**config.mk**
```make
export PLATFORM = sky130hd
export DESIGN_NAME = d2q9_lane
export DESIGN_NICKNAME = d
export VERILOG_FILES = /design/src/hw/rtl/d2q9_pkg.sv /design/src/hw/rtl/d2q9_lane.sv
export SDC_FILE = /design/constraint.sdc
export NUM_CORES = 2
export LEC_CHECK = 0
export BUFFER_PORTS_ARGS = -buffer_cell sky130_fd_sc_hd__buf_2
export CORE_ASPECT_RATIO = 0.8
export CORE_UTILIZATION = 25
export DETAILED_ROUTE_END_ITERATION = 10
export GPL_ROUTABILITY_DRIVEN = 0
export PLACE_DENSITY_LB_ADDON = 0.2
export SETUP_SLACK_MARGIN = 0.02
export SYNTH_ARGS = -nofsm -noshare
export SYNTH_HDL_FRONTEND = slang
export SYNTH_SLANG_ARGS = --single-unit
```
**constraint.sdc**
```tcl
create_clock -name clk -period 20.8 [get_ports clk]
set_clock_uncertainty 0.1 [all_clocks]
set_input_delay 1.04 -clock clk [delete_from_list [all_inputs] [get_ports clk]]
set_output_delay 1.04 -clock clk [all_outputs]
set_load 0.02 [all_outputs]
```
**src/hw/rtl/d2q9_pkg.sv**
```systemverilog
// D2Q9 collision unit package: default widths, rate register reset,
// lattice direction vectors and the quadrature weights.
// No dependencies.
package d2q9_pkg;

  localparam int DATA_WIDTH_DEF = 16;
  localparam int FRAC_BITS_DEF  = 14;
  localparam int NDIR           = 9;
  localparam int RATE_W         = 15;
  localparam logic [RATE_W-1:0] RATE_RESET = 15'd30913;

  localparam int DIR_X [NDIR] = '{0, 1, 0, -1, 0, 1, -1, -1, 1};
  localparam int DIR_Y [NDIR] = '{0, 0, 1, 0, -1, 1, 1, -1, -1};

  // weight by direction class: rest, axis, diagonal; rounded to nearest
  function automatic int weight(input int cls, input int frac);
    int one;
    one = 1 << frac;
    if (cls == 0) return (4 * one + 4) / 9;
    if (cls == 1) return (one + 4) / 9;
    return (one + 18) / 36;
  endfunction

endpackage

```
**src/hw/rtl/d2q9_lane.sv**
```systemverilog
// One direction of the collision: equilibrium and relaxation, 8 stages.
// Depends on d2q9_pkg.
module d2q9_lane import d2q9_pkg::*; #(
  parameter int DATA_WIDTH = DATA_WIDTH_DEF,
  parameter int FRAC_BITS  = FRAC_BITS_DEF,
  parameter int CX = 0,
  parameter int CY = 0
) (
  input  logic                                       clk,
  input  logic                                       en,
  input  logic signed [DATA_WIDTH-1:0]               f,
  input  logic signed [DATA_WIDTH-1:0]               rho,
  input  logic signed [DATA_WIDTH-1:0]               ux,
  input  logic signed [DATA_WIDTH-1:0]               uy,
  input  logic signed [2*DATA_WIDTH-FRAC_BITS+1:0]   u2,
  input  logic        [RATE_W-1:0]                   omega,
  output logic signed [DATA_WIDTH-1:0]               g
);

  localparam int W   = DATA_WIDTH;
  localparam int BW  = 2 * W + 24;
  localparam int CLS = (CX != 0 ? 1 : 0) + (CY != 0 ? 1 : 0);
  localparam logic signed [BW-1:0] WGT  = BW'(weight(CLS, FRAC_BITS));
  localparam logic signed [BW-1:0] MAXV = {{(BW-W+1){1'b0}}, {(W-1){1'b1}}};
  localparam logic signed [BW-1:0] MINV = ~MAXV;
  localparam logic signed [BW-1:0] ONE  = BW'(1) << FRAC_BITS;
  localparam logic signed [BW-1:0] HALF = BW'(1) << (FRAC_BITS - 1);

  function automatic logic signed [W-1:0] sat(input logic signed [BW-1:0] x);
    if (x > MAXV) return MAXV[W-1:0];
    if (x < MINV) return MINV[W-1:0];
    return x[W-1:0];
  endfunction

  function automatic logic signed [BW-1:0] rsh(input logic signed [BW-1:0] x);
    return (x + HALF) >>> FRAC_BITS;
  endfunction

  logic signed [BW-1:0] cu_w;
  logic signed [W-1:0]  cu1, cu2r, p3;
  logic signed [BW-1:0] sq2, pr4, wp5, op7;
  logic signed [W:0]    d6;
  logic signed [W-1:0]  f1, f2, f3, f4, f5, f6, f7;
  logic signed [W-1:0]  rho1, rho2, rho3;

  always_comb begin
    cu_w = BW'(CX) * BW'(ux) + BW'(CY) * BW'(uy);
  end

  always_ff @(posedge clk) begin
    if (en) begin
      cu1  <= sat(cu_w);
      f1   <= f;
      rho1 <= rho;
      sq2  <= BW'(cu1) * BW'(cu1);
      cu2r <= cu1;
      f2   <= f1;
      rho2 <= rho1;
      p3   <= sat(ONE + 3 * BW'(cu2r) + ((9 * rsh(sq2) + 1) >>> 1)
                  - ((3 * BW'(u2) + 1) >>> 1));
      f3   <= f2;
      rho3 <= rho2;
      pr4  <= BW'(rho3) * BW'(p3);
      f4   <= f3;
      wp5  <= WGT * BW'(sat(rsh(pr4)));
      f5   <= f4;
      d6   <= (W+1)'(sat(rsh(wp5))) - (W+1)'(f5);
      f6   <= f5;
      op7  <= BW'(d6) * BW'($signed({1'b0, omega}));
      f7   <= f6;
      g    <= sat(BW'(f7) + rsh(op7));
    end
  end

endmodule

```
# Yosys cells after proc, flatten, opt, wreduce, memory -nomap -nowiden
# Cells that the tools add are included.
# totals
ff_bits	464
in_bits	101
elab_cells	88
# classes
n_addsub	11
mul	7
order_cmp	8
muxes	43
# ops
operator	count
2-to-1 mux 16 bit	20
adder 56 x 15 -> 56 bit, second input constant	4
greater-than comparator 42 x 16 -> 1 bit, second input constant	2
< comparator 42 x 16 -> 1 bit, second input constant	2
multiplier 16 x 16 -> 32 bit	2
greater-than comparator 49 x 16 -> 1 bit, second input constant	1
< comparator 49 x 16 -> 1 bit, second input constant	1
subtractor 48 x 23 -> 49 bit	1
adder 20 x 47 -> 48 bit	1
adder 47 x 2 -> 48 bit, second input constant	1
multiplier 5 x 42 -> 47 bit, first input constant	1
adder 16 x 42 -> 43 bit	1
greater-than comparator 43 x 16 -> 1 bit, second input constant	1
< comparator 43 x 16 -> 1 bit, second input constant	1
multiplier 17 x 16 -> 33 bit	1
multiplier 13 x 16 -> 29 bit, first input constant	1
adder 23 x 2 -> 24 bit, second input constant	1
multiplier 3 x 20 -> 23 bit, first input constant	1
2-to-1 mux 1 bit	23
adder 16 x 19 -> 20 bit, first input constant	1
multiplier 3 x 16 -> 19 bit, first input constant	1
subtractor 16 x 16 -> 17 bit	1

# Longest topological paths before layout
# logic_depth
word_depth	12
ltp_mapped	29

# Worst setup path before layout
# OpenSTA, ideal clock, no wires.
# synth_path
path_kind	register to register
startpoint	register pr4[13]
endpoint	register wp5[54] (data pin)
arrival_ps	7041
required_ps	20427
setup_slack_ps	13385
path_stages_with_launch	29
cell_sequence	edfxtp_1 -> ha_1 -> and4_1 -> and3_1 -> clkbuf_1 -> o31ai_1 -> a211oi_1 -> clkbuf_1 -> o21ai_0 -> ha_1 -> xor2_1 -> ha_1 -> inv_1 -> fa_1 -> inv_1 -> fa_1 -> inv_1 -> fa_1 -> inv_1 -> ha_1 -> nor4_1 -> o21a_1 -> o31a_1 -> o21ai_0 -> a221o_1 -> a41o_1 -> o41ai_1 -> o21bai_1 -> xnor2_1
# synth_between
elab_chain_len	9
elab_cells_between_ends	13
classes_between	1 x add/sub; 1 x mul; 2 x order compare; 9 x mux
# synth_lines
item	line_no	rtl
start, declared	d2q9_lane.sv:41	logic signed [BW-1:0] sq2, pr4, wp5, op7;
start signal, assigned	d2q9_lane.sv:63	pr4 <= BW'(rho3) * BW'(p3);
adder 56 x 15 -> 56 bit *	d2q9_lane.sv:36	return (x + HALF) >>> FRAC_BITS;
< comparator 42 x 16 -> 1 bit	d2q9_lane.sv:31	if (x < MINV) return MINV[W-1:0];
2-to-1 mux 1 bit (2 in a row)	d2q9_lane.sv:31	
2-to-1 mux 1 bit	d2q9_lane.sv:51	if (en) begin
2-to-1 mux 16 bit	d2q9_lane.sv:32	return x[W-1:0];
2-to-1 mux 16 bit *	d2q9_lane.sv:31	
2-to-1 mux 16 bit *	d2q9_lane.sv:51	
multiplier 13 x 16 -> 29 bit *	d2q9_lane.sv:65	wp5 <= WGT * BW'(sat(rsh(pr4)));
end signal, assigned	d2q9_lane.sv:65	
end, declared	d2q9_lane.sv:41	
# Every way passes the cells marked *; elsewhere a longest branch is shown, timed or not. The select of a mux whose other input is x is not followed.
# A chain may end at the register's enable or synchronous reset.

# Final worst setup path
# Same ends and word-level chain as after synthesis.

==> flow_summary.toml <==
[status]
status = "finished, final reports clean"

[floorplanning]
num_rows = 125
core_um2 = 145800
initial_core_util_pct = 25.27
die_w_um = 431.1
io_pins = 117
dieArea_um2 = 148900
die_h_um = 345.3

[drt]
viasPerCell = 4.244
routed_wl_um = 85040
vias = 24170
detail-route-antenna-nets = 0
drc = 0
wire_per_inst_um = 14.93
firstDrtPassIters = 5
drt_iter0_drc = 1049

[grt]
grt_max_degree = 70
antenna_found_initial = 5
grt_pass1_vias = 25540
grt_pass1_wl_um = 141100
grt_usage_pct = 11.78
grt-ovfl-total = 0

[placement]
dp_hpwl_um = 67900
io_buffers = 84

[final_layout]
regArea_um2 = 7958
layout.nets = 4743
layout_commonest_cell = "inv_1"
fin_util_pct = 27.85
drive_gt1_share_pct = 4.859
area_growth_pct = 10.24
multi_input_area_um2 = 25590
final_cell_mix = "inv_1 (762), fa_1 (584), nand2_1 (356)"
fillers = 15480

[sta]
relSlewSlack_pct = 25.35
period_minus_slack_ns = 8.645
timing.setup.tns_ns = 0
setup_viol = 0
slew_viol_final = 0
hold_viol_final = 0
fin_crit_sh_pct = 41.56
rsz0062_at_grt = "no"
tightest_slew_ns = 1.092
timing.fmax_mhz = 115.7

[clock_tree]
hold_buffers = 0
clock_latency_ns = 0.59
cts_resized = 0
cts_setup_buffers = 0
path_clk_slew_ns = 0.06
root_buffer = "clkbuf_16"
clockBufferDepth = 3
cts_tree = "done"
htree_num_levels = 2
numClockSinks = 265
cts_buffers = 34

[synthesis]
ys_seq_area_share_pct = 21.61
async_flop_share_pct = 0
syn_inst = 3673
avgSynthCellArea_um2 = 10.03
yosysWarnings = 0
synth.net_count = 4713
synth_edf_count = 265
ys.flop_type = "edfxtp_1"
ys_seq_elements = 265
syn_area_um2 = 36830
ys_types = 75

[job]
maxCapViolCount = 0

[setup_path]
worstPathRequired_ns = 20.99
path_max_fanout = 16
cp-start-kind = "register"
crit_path_end_kind = "register"
rrSetupSlack_ns = 12.15
worstSetupPathType = "register to register"
arrival_ns = 8.83

[worst_hold_path]
hold_path.class = "register to register"
Yosys cell counts, drive strengths merged, types with 29 or more instances:
master  count  area (µm²)
ha        355        4442
a21oi     120       600.6
nor3       33       165.2
nand2     356        1336
and2      251        1570
fa        584       11690
clkbuf    108       405.4
inv       762        2860
nor2      100       375.4
a21o       35       262.8
nand4      29       181.4
nand3      47       235.2
xor2       79       691.9
edfxtp    265        7958
xnor2     116        1016
nand2b     36       225.2
o21ai     118       594.3
sequential cells by signal, summed over array words and instances, names as in the netlist:
register / cells
op7: 20
pr4: 19
d6: 17
wp5: 17
f1: 16
f2: 16
f3: 16
f4: 16
f5: 16
f6: 16
f7: 16
g: 16
p3: 16
rho1: 16
rho2: 16
rho3: 16
kinds of logic (layout without fill, tap and decap cells):
family,count (synthesis),in the layout,synth area share [%]
muxes,9,9,0.2582
and+or+nand+nor,941,941,12.79
DFF,265,265,21.61
AOI/OAI and AO/OA,451,451,7.956
adders and majority gates,940,940,43.83
xor gates and xnor gates,195,195,4.637
buffers and inverters,872,924,8.928
other,0,2,0
worst max-delay path, stage by stage (launching register included):
cell and delay [ns]:
edfxtp_1 0.44, ha_1 0.26, and4_1 0.26, and3_1 0.27, a21oi_1 0.17, nor2_1 0.05
o221ai_1 0.78, o21ai_0 0.65, ha_1 0.51, ha_1 0.29, inv_1 0.05, fa_1 0.53
inv_1 0.06, fa_1 0.56, inv_1 0.06, fa_1 0.54, inv_1 0.04, ha_1 0.21
nor4_1 0.37, o21a_1 0.22, o31a_1 0.28, o21ai_0 0.25, a221o_1 0.40, a41o_1 0.30
o41ai_1 0.42, o21bai_1 0.13, xnor2_1 0.14
per-stage QoR:
step                worst slack [ns]  cell area, µm²  cells  hold WS, ns
finish                         12.15           40600   5695       0.3119
global route                   11.44           40600   5693       0.3162
CTS                            12.09           40590   5693       0.3106
detailed placement             12.14           39450   5635       0.3045
global placement               12.22           39450   5635       0.3019
floorplan                      13.39           36830   3673       0.3003
metal layers:
metal	vias to the layer above	part of all wire, %	routed length [µm]	track usage, %
li1	11820	-	-	-
met1	12030	51	43490	17.56
met2	276	44	37730	18.41
met3	53	3.5	3005	1.586
met4	0	0.96	816	1.591
met5	-	0	0	0
path summary, 6_finish.rpt:
kind	from	to	cells past startpoint
worst min-delay path	f3[3]	f4[3]	0
worst min register to register	f3[3]	f4[3]	0
worst max register to register	pr4[13]	wp5[54]	26
worst max-delay path	pr4[13]	wp5[54]	26
cell type report:
cell class                 count  share of cell area, %
multi-input combinational   2536                  63.03
sequential                   265                  19.60
inverter                     762                  7.044
tap                         1968                  6.065
clock buffer                  38                  2.185
timing repair buffer         104                  1.430
clock inverter                20                 0.6348
antenna                        2                0.01233
Power is not shown: default switching activity piles up to over one toggle a cycle in this logic, so the estimate is an artifact.
