**src/hw/rtl/d2q9_pkg.sv**
```systemverilog
// D2Q9 collision unit package: default widths, rate register reset,
// lattice direction vectors and the quadrature weights.
// No dependencies.
package d2q9_pkg;

  localparam int DATA_WIDTH_DEF = 16;
  localparam int FRAC_BITS_DEF  = 14;
  localparam int NDIR           = 9;
  localparam int RATE_W         = 15;
  localparam logic [RATE_W-1:0] RATE_RESET = 15'd30913;

  localparam int DIR_X [NDIR] = '{0, 1, 0, -1, 0, 1, -1, -1, 1};
  localparam int DIR_Y [NDIR] = '{0, 0, 1, 0, -1, 1, 1, -1, -1};

  // weight by direction class: rest, axis, diagonal; rounded to nearest
  function automatic int weight(input int cls, input int frac);
    int one;
    one = 1 << frac;
    if (cls == 0) return (4 * one + 4) / 9;
    if (cls == 1) return (one + 4) / 9;
    return (one + 18) / 36;
  endfunction

endpackage

```
**src/hw/rtl/d2q9_div.sv**
```systemverilog
// Pipelined restoring divider for velocity: (num << F) / den, truncated,
// saturated, zero when den is not positive. One quotient bit per stage.
// Depends on d2q9_pkg.
module d2q9_div import d2q9_pkg::*; #(
  parameter int DATA_WIDTH = DATA_WIDTH_DEF,
  parameter int FRAC_BITS  = FRAC_BITS_DEF
) (
  input  logic                         clk,
  input  logic                         en,
  input  logic signed [DATA_WIDTH+2:0] num,
  input  logic signed [DATA_WIDTH+3:0] den,
  output logic signed [DATA_WIDTH-1:0] quo
);

  localparam int W  = DATA_WIDTH;
  localparam int NW = 2 * W + FRAC_BITS + 4;

  logic [W+2:0]  num_mag;
  logic [NW-1:0] num_sh;
  logic [NW-1:0] den_top;

  logic [NW-1:0] rem [W];
  logic [NW-1:0] dv  [W];
  logic [W-2:0]  qb  [W];
  logic          neg [W];
  logic          zr  [W];
  logic          ovf [W];

  logic [W-1:0]  qfull;

  always_comb begin
    num_mag = num[W+2] ? (W+3)'(-num) : (W+3)'(num);
    num_sh  = NW'(num_mag) << FRAC_BITS;
    den_top = NW'(den[W+2:0]) << (W - 1);
  end

  always_ff @(posedge clk) begin
    if (en) begin
      rem[0] <= num_sh;
      dv[0]  <= NW'(den[W+2:0]);
      qb[0]  <= '0;
      neg[0] <= num[W+2];
      zr[0]  <= (den <= 0);
      ovf[0] <= (num_sh >= den_top);
    end
  end

  for (genvar s = 0; s < W - 1; s++) begin : g_stage
    localparam int I = W - 2 - s;
    logic [NW-1:0] ds;
    logic          ge;
    logic [W-2:0]  qn;
    always_comb begin
      ds = dv[s] << I;
      ge = (rem[s] >= ds);
      qn = qb[s];
      qn[I] = ge;
    end
    always_ff @(posedge clk) begin
      if (en) begin
        rem[s+1]   <= ge ? rem[s] - ds : rem[s];
        qb[s+1]    <= qn;
        dv[s+1]    <= dv[s];
        neg[s+1]   <= neg[s];
        zr[s+1]    <= zr[s];
        ovf[s+1]   <= ovf[s];
      end
    end
  end

  assign qfull = {1'b0, qb[W-1]};

  always_ff @(posedge clk) begin
    if (en) begin
      if (zr[W-1]) begin
        quo <= '0;
      end else if (ovf[W-1]) begin
        quo <= neg[W-1] ? {1'b1, {(W-1){1'b0}}} : {1'b0, {(W-1){1'b1}}};
      end else begin
        quo <= neg[W-1] ? $signed(-qfull) : $signed(qfull);
      end
    end
  end

endmodule

```
**config.mk**
```make
export PLATFORM = sky130hd
export DESIGN_NAME = d2q9_div
export DESIGN_NICKNAME = d
export VERILOG_FILES = /design/src/hw/rtl/d2q9_pkg.sv /design/src/hw/rtl/d2q9_div.sv
export SDC_FILE = /design/constraint.sdc
export NUM_CORES = 2
export LEC_CHECK = 0
export BUFFER_PORTS_ARGS = -buffer_cell sky130_fd_sc_hd__buf_2
export CELL_PAD_IN_SITES_DETAIL_PLACEMENT = 0
export CELL_PAD_IN_SITES_GLOBAL_PLACEMENT = 1
export CORE_ASPECT_RATIO = 1.4
export CORE_MARGIN = 2
export CORE_UTILIZATION = 35
export CTS_CLUSTER_SIZE = 14
export DETAILED_ROUTE_END_ITERATION = 10
export MAX_ROUTING_LAYER = met4
export PLACE_DENSITY = 0.6
export SLEW_MARGIN = 20
export SYNTH_ARGS = -nofsm -noshare
export SYNTH_HDL_FRONTEND = slang
export SYNTH_SLANG_ARGS = --single-unit
```
**constraint.sdc**
```tcl
create_clock -name clk -period 3.8 [get_ports clk]
set_input_delay 0.19 -clock clk [delete_from_list [all_inputs] [get_ports clk]]
set_output_delay 0.19 -clock clk [all_outputs]
set_load 0.01 [all_outputs]
```
## Yosys cells after proc, flatten, opt, wreduce, memory -nomap -nowiden

Memories as Yosys holds them, arrays and structs flattened.
Cells that the tools add are included.

| operators by class | value |
|---|---|
| add/subtract/negate cells | 17 |
| magnitude comparators | 17 |
| muxes and demuxes | 21 |

Operators by type and width:

| cell | number |
|---|---|
| $ge 50x50->1 | 15 |
| $mux 50 | 15 |
| $sub 50x50->50 | 15 |
| $mux 16 | 3 |
| $ge 33x34->1 | 1 |
| $le 20x1->1 const B | 1 |
| $mux 19 | 1 |
| $neg 19->19 | 1 |
| $neg 15->16 | 1 |
| $mux 1 | 2 |

| word-level totals | value |
|---|---|
| bits in registers | 16 |
| bits in writable memories | 1888 |
| input port bits | 41 |
| output and inout bits | 16 |
| logic and storage cells | 62 |
| memories kept | 6 |

Memory list:

| memory | depth | bits a word | rd ports | clocked after Yosys merged registers in | write ports | line | source |
|---|---|---|---|---|---|---|---|
| dv | 16 | 50 | 15 | 0 | 16 | d2q9_div.sv:23 | `logic [NW-1:0] dv [W];` |
| rem | 16 | 50 | 15 | 0 | 16 | d2q9_div.sv:22 | `logic [NW-1:0] rem [W];` |
| qb | 16 | 15 | 16 | 0 | 16 | d2q9_div.sv:24 | `logic [W-2:0] qb [W];` |
| neg | 16 | 1 | 16 | 0 | 16 | d2q9_div.sv:25 | `logic neg [W];` |
| ovf | 16 | 1 | 16 | 0 | 16 | d2q9_div.sv:27 | `logic ovf [W];` |
| zr | 16 | 1 | 16 | 0 | 16 | d2q9_div.sv:26 | `logic zr [W];` |

## Longest topological paths before layout

An unclocked memory read counts as a cell.

| logic depth | value |
|---|---|
| word-level depth | 4 |
| mapped depth | 15 |
| mapped depth without buffers | 15 |

## Least setup slack after synthesis

No wires, ideal clock.

| timing | value |
|---|---|
| path type | register to register |
| start point | mem rem[1][86] in the netlist's numbering |
| end point | mem rem[1][146] in the netlist's numbering (data pin) |
| library setup time | 0.273 ns |
| arrival time | 3.187 ns |
| data required time | 3.527 ns |
| slack | 0.340 ns |
| stages on the path, launching flop included | 12 |
| path buffers | 2 |
| clock period less this slack | 3.460 ns |
| cell sequence | edfxtp_1 or4_4 or3_1 buf_2 or3_1 or4_1 or2_1 o21ai_2 or4b_1 buf_2 nor4b_1 xor2_1 |

RTL lines:

| what | line |
|---|---|
| start: declaration | d2q9_div.sv:22 |

==> key figures <==
Clock network
  • Deepest level of the CTS H-tree: 3
  • Clock transition at the registers of the reported paths: approximately 0.06 ns
  • CTS tree: built
  • Buffer depth of the longest clock path: 3
  • Worst-skew pair later-pin latency: 0.78 ns
  • Cell chosen for the clock root: clkbuf_16
  • TritonCTS buffer count: 115
  • Clock sink total: 1082

Detailed routing
  • Number of DRC violations after detailed-routing iteration 0: 1536
  • Post-detailed-route via-to-cell ratio: 4.99
  • Detailed-route DRC error count: 0
  • Number of detailed-route iterations in the first pass: 5
  • Wire length after detailed routing: 134000 um
  • Vias: roughly 38000
  • Wire per inst: between 15 and 20 um
  • Remaining antenna violation count after routing: 0

Setup path
  • Critical Path RT: 4.31 ns
  • Beginning of the worst register-to-register path: dv[1][51]
  • Endpoint class of the critical path: flop
  • Type of the setup path with the least slack: reg2reg
  • Data arrival at the endpoint of the critical path: 4.18 ns
  • Type of element launching the critical path: flop
  • Maximum net fanout on the critical path: 8
  • Start point of the critical path: dv[1][51]

Timing
  • Worst Tran Pin Value: 0.971 ns
  • Fin Setup TNS: 0 ns
  • Post-route clock period utilization: 96.6%
  • Time the worst path needs with I/O delays and setup: 3.67 ns
  • Max_slew headroom: a little over a third
  • Clock Skews: about 0.076 ns
  • Achievable Freq: 272 MHz
  • Final Hold Fails: 0
  • Final-report max-slew violation count: 0
  • Final setup violation count: 0
  • Post-layout worst setup margin: approximately 0.13 ns

Synth
  • Number of flops mapped to enable cells by yosys: 1082
  • Total standard cell area after synthesis: 57800 um2
  • Share of async-settable or async-resettable flops after synthesis: 0%
  • Number of library cell types mapped by synthesis: 87
  • Post-synthesis sequential area ratio: 56.3%
  • Post-synthesis area per instance: 11.4 um2
  • Synth Register Bits: 1082
  • Synthesized Nets: 5408
  • Count of synthesis-stage warnings from yosys: 0
  • Top FF cell, synth: edfxtp_1
  • Number of cells produced by synthesis: 5049

Pwr
  • Worst IR Drop VDD: 0.390 mV
  • Total power of the final layout: 0.0428 W
  • LEAKAGE: 25.7 nW
  • Pwr Density: roughly 630 nW/um2

Die
  • Die ar.: 168000 um2
  • Height of the die: about 480 um
  • Placeable core region: 164000 um2
  • Total number of placement rows: 176
  • I/O pins: 57
  • Starting density of the core: 35.2%
  • Die outline width: between 300 and 400 um

Worst hold path
  • Classification of the worst-slack hold path: in2reg
  • Origin of the worst min-delay path: den[5]

Placed design
  • Instance area after placement: 62800 um2
  • Routability cong.: 0.906
  • Count of buffers inserted at the top-level ports: 56
  • Half-perimeter wire length after detailed placement: 104000 um
  • Pre-CTS setup slack: -0.0655 ns
  • Placed instance count: 7431

Final layout
  • Synth-to-Final Area Change: 16.7%
  • Non-Filler Cell Area, Final: 67400 um2
  • Post-route non-filler standard cell count: around 7700
  • Layout net count: 5825
  • Fraction of final layout cells sized beyond drive strength 1: a little under an eighth

GRT
  • Overall routing resource usage: between 10% and 20%
  • Total gr overflow: 0
  • Antenna violations before repair: 1
  • Wire length of the first global-routing pass: 210000 um
  • Pin count of the biggest net entering global routing: 128
  • Number of global-route vias before repair: around 41000

Flow run
  • Max-cap viol count: 0

Status
  • Result of the run: finished clean
==> flip-flops by register name (all words and copies together), names as in the netlist <==
register  flops
dv          285
neg          16
ovf          16
qb          120
quo          16
rem         613
zr           16
==> Yosys cell counts (all sizes together) (39+ instances only) <==
master	count	area share [%]
a211oi	39	0.51
a21o	122	1.6
a21oi	325	2.8
clkbuf	95	0.62
edfxtp	1082	56
ha	304	6.6
inv	391	2.5
mux2	42	0.82
nand2	364	2.4
nand2b	81	0.88
nand3	112	0.97
nand4	60	0.65
nor2	379	2.5
nor2b	47	0.51
nor3	141	1.2
nor4	112	1.2
o21a	46	0.60
o21ai	273	2.4
or3	53	0.57
or4	48	0.63
xnor2	277	4.2
xor2	246	3.7
==> per-layer routing <==
layer	GRT usage (%)	routed length (um)	up-vias
met2	35.0	81800	556
met1	12.1	40400	18142
met5	-	0	-
met4	10.4	8770	0
li1	-	-	19385
met3	1.80	3100	348
==> kinds of logic after synthesis <==
group                      count (synthesis)  synth area share [%]
muxes                                     46                 0.888
xor gates and xnor gates                 523                  7.93
DFF                                     1082                  56.3
buffers and inverters                    502                  3.33
adders and majority gates                318                  7.07
AOI/OAI and AO/OA                       1041                  11.2
and+or+nand+nor                         1537                  13.3
==> cell type report <==
cell class	instances	area, um2
Antenna cell	1	2.50
Timing Repair Buffer	409	3300
Sequential cell	1082	32500
Clock buffer	134	2950
Tap cell	2136	2670
Multi-Input combinational cell	3465	23600
Inverter	393	1480
Fill cell	15596	96700
Clock inverter	81	891
==> path summary, 6_finish.rpt <==
path | end | cells after the start | slack (ns)
worst max register to register | rem[1][148] | 15 | 0.13
worst min-delay path | dv[0][5] | 2 | 0.18
worst min register to register | zr[0][4] | 0 | 0.41
worst max-delay path | rem[1][148] | 15 | 0.13
==> where the power goes <==
part	total [W]	internal, W	switching, W
Sequential	0.0174	0.0160	0.00137
Clock	0.0113	0.00653	0.00480
Combinational	0.0141	0.00626	0.00780
==> worst max-delay path, cell delays in order (launching register included) <==
cell       delay (ns)
edfxtp_1         0.40
inv_2            0.09
ha_4             0.20
nor2b_4          0.12
o2111ai_1        0.17
buf_4            0.15
nor4bb_4         0.30
buf_4            0.16
o211ai_1         0.18
buf_4            0.22
a31oi_4          0.17
o21a_1           0.22
or4b_4           0.50
buf_12           0.17
nor4_4           0.23
xor2_1           0.11
==> through the flow <==
| step | util [%] | hold WS [ns] |
|---|---|---|
| final | 41.1 | 0.184 |
| after global routing | 41.1 | 0.170 |
| after CTS | 40.9 | 0.107 |
| after detailed placement | 38.3 | 0.405 |
| after global placement | 38.3 | 0.400 |
| after floorplan | - | 0.289 |
==> layout by cell type (no fill, tap or decap), drive strengths merged, types with 53 or more instances in the layout <==
cell,n
edfxtp,1082
nor4,112
a21o,122
o21ai,273
xnor2,277
or3,53
xor2,246
nor3,141
nand2,364
nand2b,81
clkbuf,134
a21oi,325
nor2,379
buf,360
clkinv,65
nand4,60
ha,304
nand3,112
inv,392
==> timing repair <==
| action | in CTS | in global routing |
|---|---|---|
| buffers inserted | 0 | 5 |
| setup endpoints to repair | 10 | 42 |
| gates resized for setup | 5 | 34 |
| endpoints found under the hold margin | 66 | 0 |
| cloned | 0 | 0 |
| hold buffers | 49 | 0 |
| pin swaps | 1 | 4 |
Note: power is estimated with default switching activity, not from simulation.
